`config.mk`:
```
export PLATFORM = sky130hd
export DESIGN_NAME = bft_ctrl
export DESIGN_NICKNAME = d
export VERILOG_FILES = /design/src/rtl/core/bloom_filter_three_hash_defines.svh /design/src/rtl/core/bft_pkg.sv /design/src/rtl/core/bft_ctrl.sv
export SDC_FILE = /design/constraint.sdc
export NUM_CORES = 1
export LEC_CHECK = 0
export ABC_AREA = 1
export BUFFER_PORTS_ARGS = -buffer_cell sky130_fd_sc_hd__buf_2
export CAP_MARGIN = 5
export CORE_AREA = 5 5 42 44
export CTS_BUF_LIST = sky130_fd_sc_hd__clkbuf_2 sky130_fd_sc_hd__clkbuf_4 sky130_fd_sc_hd__clkbuf_8
export CTS_CLUSTER_SIZE = 16
export DETAILED_ROUTE_END_ITERATION = 7
export DIE_AREA = 0 0 47 49
export PLACE_DENSITY_LB_ADDON = 0.15
export SETUP_SLACK_MARGIN = 0.5
export SYNTH_ARGS = -nofsm -noshare
export SYNTH_HDL_FRONTEND = slang
export SYNTH_SLANG_ARGS = --single-unit
```
`constraint.sdc`:
```
create_clock -name clk -period 1.9 [get_ports clk]
set_input_delay 0.095 -clock clk [delete_from_list [all_inputs] [get_ports clk]]
set_output_delay 0.095 -clock clk [all_outputs]
set_load 0.1 [all_outputs]
```
`src/rtl/core/bloom_filter_three_hash_defines.svh`:
```
// ----------------------------------------------------------------------------
// Bloom filter assertion macros
// Concurrent assertion wrappers, empty when SYNTHESIS is defined.
// ----------------------------------------------------------------------------
`ifndef BLOOM_FILTER_THREE_HASH_DEFINES_SVH
`define BLOOM_FILTER_THREE_HASH_DEFINES_SVH

`ifndef SYNTHESIS
// Check a property outside reset.
`define BFT_ASSERT(lbl, prop) \
  lbl: assert property (@(posedge clk) disable iff (rst) prop) \
    else $error("bloom filter check failed");
// Check a property that also holds across reset.
`define BFT_ASSERT_ALWAYS(lbl, prop) \
  lbl: assert property (@(posedge clk) prop) \
    else $error("bloom filter check failed");
`else
`define BFT_ASSERT(lbl, prop)
`define BFT_ASSERT_ALWAYS(lbl, prop)
`endif

`endif

```
`src/rtl/core/bft_pkg.sv`:
```
`timescale 1ns / 1ps
// ----------------------------------------------------------------------------
// Bloom filter package
// Shared types, codes and hash constants for the controller and datapath.
// ----------------------------------------------------------------------------
package bft_pkg;

  localparam int unsigned CfgWidth = 14;

  localparam logic [31:0] SeedA    = 32'h811c9dc5;
  localparam logic [31:0] SeedB    = 32'ha3a3a3a3;
  localparam logic [31:0] SeedC    = 32'h12345678;
  localparam logic [31:0] FnvPrime = 32'd16777619;

  typedef enum logic [1:0] {
    KIND_ADD   = 2'd0,
    KIND_QUERY = 2'd1,
    KIND_LOAD  = 2'd2,
    KIND_READ  = 2'd3
  } kind_t;

  typedef enum logic [2:0] {
    ST_CLEAR,
    ST_IDLE,
    ST_READ,
    ST_DIV,
    ST_PRB_RD,
    ST_PRB_UPD,
    ST_QRESP
  } state_t;

  // Controller to datapath commands
  typedef struct packed {
    logic clr_start;
    logic clr_step;
    logic load_wr;
    logic rd_issue;
    logic key_step;
    logic div_step;
    logic probe_rd;
    logic probe_upd;
    logic resp_read;
    logic resp_query;
  } cmd_t;

  // Datapath to controller status
  typedef struct packed {
    logic clr_done;
    logic n_zero;
    logic div_done;
    logic probe_last;
    logic is_query;
    logic out_busy;
  } status_t;

endpackage

```
`src/rtl/core/bft_ctrl.sv`:
```
`timescale 1ns / 1ps
// ----------------------------------------------------------------------------
// Bloom filter controller
// Sequences store clearing, key hashing, modulo, probes and responses.
// ----------------------------------------------------------------------------
module bft_ctrl (
  input  logic              clk,
  input  logic              rst,
  input  logic              in_valid,
  input  logic [1:0]        in_kind,
  input  logic              in_last,
  input  logic              cfg_valid,
  input  bft_pkg::status_t  status,
  output logic              in_ready,
  output bft_pkg::cmd_t     cmd
);

  bft_pkg::state_t state;
  bft_pkg::state_t state_next;
  bft_pkg::kind_t  kind;
  logic            accept;

  assign kind   = bft_pkg::kind_t'(in_kind);
  assign accept = in_valid && in_ready;

  // Hold the state register
  always_ff @(posedge clk) begin
    if (rst) begin
      state <= bft_pkg::ST_CLEAR;
    end else begin
      state <= state_next;
    end
  end

  // Decide next state and commands
  always_comb begin
    state_next = state;
    cmd        = '0;
    in_ready   = 1'b0;
    unique case (state)
      bft_pkg::ST_CLEAR: begin
        cmd.clr_step = 1'b1;
        if (status.clr_done) begin
          state_next = bft_pkg::ST_IDLE;
        end
      end
      bft_pkg::ST_IDLE: begin
        // Hold off the input while a register write lands
        in_ready = !cfg_valid;
        if (accept) begin
          unique case (kind)
            bft_pkg::KIND_LOAD: begin
              cmd.load_wr = 1'b1;
            end
            bft_pkg::KIND_READ: begin
              cmd.rd_issue = 1'b1;
              state_next   = bft_pkg::ST_READ;
            end
            default: begin
              cmd.key_step = 1'b1;
              if (in_last) begin
                if (!status.n_zero) begin
                  state_next = bft_pkg::ST_DIV;
                end else if (kind == bft_pkg::KIND_QUERY) begin
                  state_next = bft_pkg::ST_QRESP;
                end
              end
            end
          endcase
        end
      end
      bft_pkg::ST_READ: begin
        if (!status.out_busy) begin
          cmd.resp_read = 1'b1;
          state_next    = bft_pkg::ST_IDLE;
        end
      end
      bft_pkg::ST_DIV: begin
        cmd.div_step = 1'b1;
        if (status.div_done) begin
          state_next = bft_pkg::ST_PRB_RD;
        end
      end
      bft_pkg::ST_PRB_RD: begin
        cmd.probe_rd = 1'b1;
        state_next   = bft_pkg::ST_PRB_UPD;
      end
      bft_pkg::ST_PRB_UPD: begin
        cmd.probe_upd = 1'b1;
        if (!status.probe_last) begin
          state_next = bft_pkg::ST_PRB_RD;
        end else if (status.is_query) begin
          state_next = bft_pkg::ST_QRESP;
        end else begin
          state_next = bft_pkg::ST_IDLE;
        end
      end
      bft_pkg::ST_QRESP: begin
        if (!status.out_busy) begin
          cmd.resp_query = 1'b1;
          state_next     = bft_pkg::ST_IDLE;
        end
      end
      default: begin
        state_next = bft_pkg::ST_CLEAR;
      end
    endcase
    // A register write restarts the clearing sweep
    if (cfg_valid) begin
      cmd.clr_start = 1'b1;
      state_next    = bft_pkg::ST_CLEAR;
    end
  end

endmodule

```
======== Word-level counts from Yosys, hierarchy flattened ========
Index checks and enable logic that the tools add are counted.
Widths: inputs -> output; s select.
storage, ports and cells
  bits in registers ....................... 3
  output and inout port bits .............. 11
  word-level logic and storage cells ...... 49
operators by class
  equality and inequality tests ........... 16
  mux-type cells .......................... 25
  reduce and logical (&&, ||, !) cells .... 7
operators by type and width
  cell                count
  $mux 3              11
  $pmux 3 s6          1
  $mux 1              12
  $ne 2x2->1 const B  5
  $eq 3x3->1 const B  3
  $reduce_and 7->1    1
  $eq 3x2->1 const B  2
  $pmux 3 s2          1
  $reduce_or 2->1     3
  $eq 2x2->1 const B  2
  $ne 4x3->1 const B  1
  $eq 3x1->1 const B  1
  $logic_not 3->1     1
  $ne 3x2->1 const B  1
  $eq 2x1->1 const B  1
  $logic_and 1x1->1   1
  $logic_not 1->1     1

======== Depth between registers and ports, before layout ========
  word-level depth ........................ 7
  mapped depth ............................ 11

======== Least setup slack after synthesis ========
No wires, ideal clock.
  path type ............................... flip-flop to output port
  start point ............................. register state[1]
  end point ............................... output port cmd[5] (netlist name)
  arrival ................................. 3.399 ns
  data required time ...................... 1.805 ns
  path slack .............................. -1.594 ns
  cell stages (with the launch flop) ...... 7
  path through ............................ dfxtp_1 -> buf_6 -> inv_2 -> nand3_2 -> nor2_1 -> nand2_1 -> nor2_1
RTL lines
  item                    RTL line        source
  start, declared         bft_ctrl.sv:18  bft_pkg::state_t state;
  start signal, assigned  bft_ctrl.sv:29  state <= bft_pkg::ST_CLEAR;
  start signal, assigned  bft_ctrl.sv:31  state <= state_next;
  end, declared           bft_ctrl.sv:15  output bft_pkg::cmd_t cmd

==> flow_metrics.env <==
export IMPL_n_antenna_cell=0
export IMPL_ys_ff_latch=3
export IMPL_crit_fanout=6
export IMPL_fin_crit_sh=0.725
export IMPL_fmax_mhz=726
export IMPL_synth_compound_area_frac=0.108
export IMPL_globalRouteMet2Util=0.215
export IMPL_clock_sinks=3
export IMPL_die_height_um=49
export IMPL_drive_above_1_share=0.553
export IMPL_grt_pass1_vias=517
export IMPL_vias=542
export IMPL_cap_violations=0
export IMPL_worst_pin_slew_ns=0.487
export IMPL_vdd_drop_max_mv=0.377
export IMPL_cp_common_cell="buf_4"
export IMPL_clock_skew_ns=0.000524
export IMPL_place_inst=111
export IMPL_rr_startpoint="state[2]"
export IMPL_worst_path_stages=4
export IMPL_tns_ns=0
export IMPL_p_sw_frac=0.440
export IMPL_critPathBufInv=2
export IMPL_crit_path_end_kind="primary output"
export IMPL_ys_seq_area_frac=0.148
export IMPL_r2r_cells=10
export IMPL_crit_path_start="state[2]"
export IMPL_syn_to_final_growth_pct=89.8
export IMPL_grt_util_met3=0.0332
export IMPL_avgRoutedWirePerCell_um=10.4
export IMPL_synth_simple_gate_area_frac=0.560
export IMPL_die_width_um=47
export IMPL_crit_end="cmd[2]"
export IMPL_synth_mux_area_frac=0
export IMPL_clock_latency_ns=0.23
export IMPL_wirelength_mm=1.24
export IMPL_grt_start_max_net_pins=9
export IMPL_status="complete, no violations"
export IMPL_slew_headroom=0.678
export IMPL_layout_commonest_cell="buf_2"
export IMPL_largest_reg_flops=3
export IMPL_p_int_uw=211
export IMPL_synth_warnings=0
export IMPL_die_area_um2=2300
export IMPL_seq_power_share=0.199
export IMPL_r2r_slack_ns=0.57
export IMPL_worstPathRequired_ns=1.80
export IMPL_synthTopCellsByArea="dfxtp_1, nand2_1, inv_1"
export IMPL_num_fill_cells=159
export IMPL_synth_cell_types=20
export IMPL_p_leak_uw=0.000375
export IMPL_period_minus_slack_ns=1.38
export IMPL_reg_top3="state (3)"
export IMPL_seqCellArea_um2=71.3
export IMPL_reg2reg_to="state[0]"
export IMPL_viasPerCell=4.55
export IMPL_grt_pass1_wl_mm=2.06
export IMPL_synth_top_cell_by_area="dfxtp_1"
export IMPL_grt_ovfl_total=0
export IMPL_finalMaxSlewViolations=0
export IMPL_synth_nets=87
export IMPL_crit_path_max_incr_delay_ns=0.39
export IMPL_finalSetupViolations=0
export IMPL_place_congestion=0.739
export IMPL_cts_root_buf="clkbuf_4"
export IMPL_syn_avg_cell_area_um2=5.50
export IMPL_cts_tree="done"
export IMPL_clock_path_buffers=2
export IMPL_grtUsageTotal=0.125
export IMPL_regMostFlops="state"
export IMPL_synth_fa_ha_area_frac=0
export IMPL_top_usage_layer="met2"
export IMPL_ant_nets=0
export IMPL_worstSetupPathType="reg -> out"
export IMPL_start_util=0.290
export IMPL_drtIter0Drc=3
export IMPL_io_buffers=23
export IMPL_power_density_nw_per_um2=489
export IMPL_rsz0062_at_grt="true"
export IMPL_multi_input_area_um2=359
export IMPL_htree_levels=1
export IMPL_cpMaxStageDelayCell="dfxtp_4"
export IMPL_path_cells="buf_4 -> nand2_1 -> nor2_4 -> buf_4"
export IMPL_drc=0
export IMPL_yosys_area_share_xor_xnor=0
export IMPL_p_sw_uw=166
export IMPL_core_area_um2=1400
export IMPL_place_hpwl_um=973
export IMPL_layout_common_cells="buf_2, nand2_1, inv_1, nor2_4, buf_4"
export IMPL_synth_top_area_frac=0.148
export IMPL_drt_pass1_iterations=2
export IMPL_fin_nets=117
export IMPL_crit_family="buffers and inverters"
export IMPL_synth_area_um2=407
export IMPL_final_hold_violation_count=0
export IMPL_arrival_ns=1.28
export IMPL_gr_usage_met1=0.127
export IMPL_combPwrFrac=0.469
export IMPL_start_kind="flip-flop"
export IMPL_hold_class="in -> reg"
export IMPL_cts_made_buffers=3
export IMPL_antenna_found_initial=0
export IMPL_synthCells=74
export IMPL_synth_top_family_by_area="simple AND/OR/NAND/NOR gates"
export IMPL_clock_power_share=0.332
export IMPL_pin_count=24
export IMPL_finalNonFillerCells=119
export IMPL_num_rows=14
export IMPL_clk_pin_slew_ns=0.04
## cell usage after synthesis
cell type	instances
nand2_1	14
nor3_1	4
o21ai_0	1
nor2_4	1
a211oi_1	1
nand2_2	4
inv_2	3
nand3_1	6
dfxtp_1	3
a31oi_1	2
a21oi_2	1
nand3b_1	2
inv_1	12
nand3_2	1
nand4_1	1
buf_6	1
nor2_2	2
a21oi_1	2
buf_4	1
nor2_1	12
## per-layer routing
metal / wire length (um) / vias to the layer above / part of all wire
met4: 0 / 0 / 0
met5: 0 / - / 0
met1: 491 / 244 / 0.40
met3: 34 / 0 / 0.027
met2: 716 / 6 / 0.58
li1: - / 292 / -
## cells by family after synthesis
group | count (synthesis)
flops | 3
simple gates | 47
compound gates | 7
buf+inv | 17
## area by class of cell
| class | count | area share |
|---|---|---|
| Multi-Input combinational cell | 54 | 0.465 |
| Sequential cell | 3 | 0.0924 |
| Tap cell | 16 | 0.0259 |
| Clock buffer | 4 | 0.0389 |
| Timing Repair Buffer | 27 | 0.295 |
| Inverter | 15 | 0.0827 |
## power by group through the flow
| stage | sequential [uW] | clock (uW) | combinational [uW] |
|---|---|---|---|
| 2_1_floorplan | 73.8 | 0 | 133 |
| 3_3_place_gp | 78.1 | 0 | 163 |
| 3_5_place_dp | 78.2 | 0 | 162 |
| 4_1_cts | 76.5 | 134 | 167 |
| 5_1_grt | 76.5 | 145 | 193 |
| 6_report | 75.2 | 125 | 177 |
## through the flow
| stage | util | worst slack, ns | cell area, um^2 | total power (uW) | hold slack (ns) |
|---|---|---|---|---|---|
| floorplan | - | 0.0391 | 487 | 207 | 0.256 |
| global placement | 0.430 | 0.459 | 603 | 241 | 0.354 |
| detailed placement | 0.430 | 0.440 | 603 | 240 | 0.359 |
| CTS | 0.514 | 0.441 | 721 | 378 | 0.106 |
| global route | 0.551 | 0.450 | 772 | 415 | 0.129 |
| finish | 0.551 | 0.523 | 772 | 378 | 0.113 |
## worst register-to-register path, delay by kind of cell (launching register included)
family          cells  cell delay (ns)
flops               1             0.39
buf+inv             3             0.31
simple gates        6             0.46
compound gates      1             0.10
## worst min path at each step
stage	startpoint	end	slack (ns)	cells after the start
global route	rst	state[0]	0.13	4
CTS	rst	state[2]	0.11	4
detailed placement	rst	state[2]	0.36	4
global placement	rst	state[2]	0.35	4
finish	rst	state[2]	0.11	4
floorplan	rst	state[2]	0.26	3
## timing repair
action / in CTS / in global routing
buffers inserted: 3 / 1
hold buffers: 0 / 0
resized for setup: 22 / 11
pin swaps: 3 / 2
endpoints found under the setup margin: 9 / 9
No activity file was read; power rests on OpenSTA's default activity.
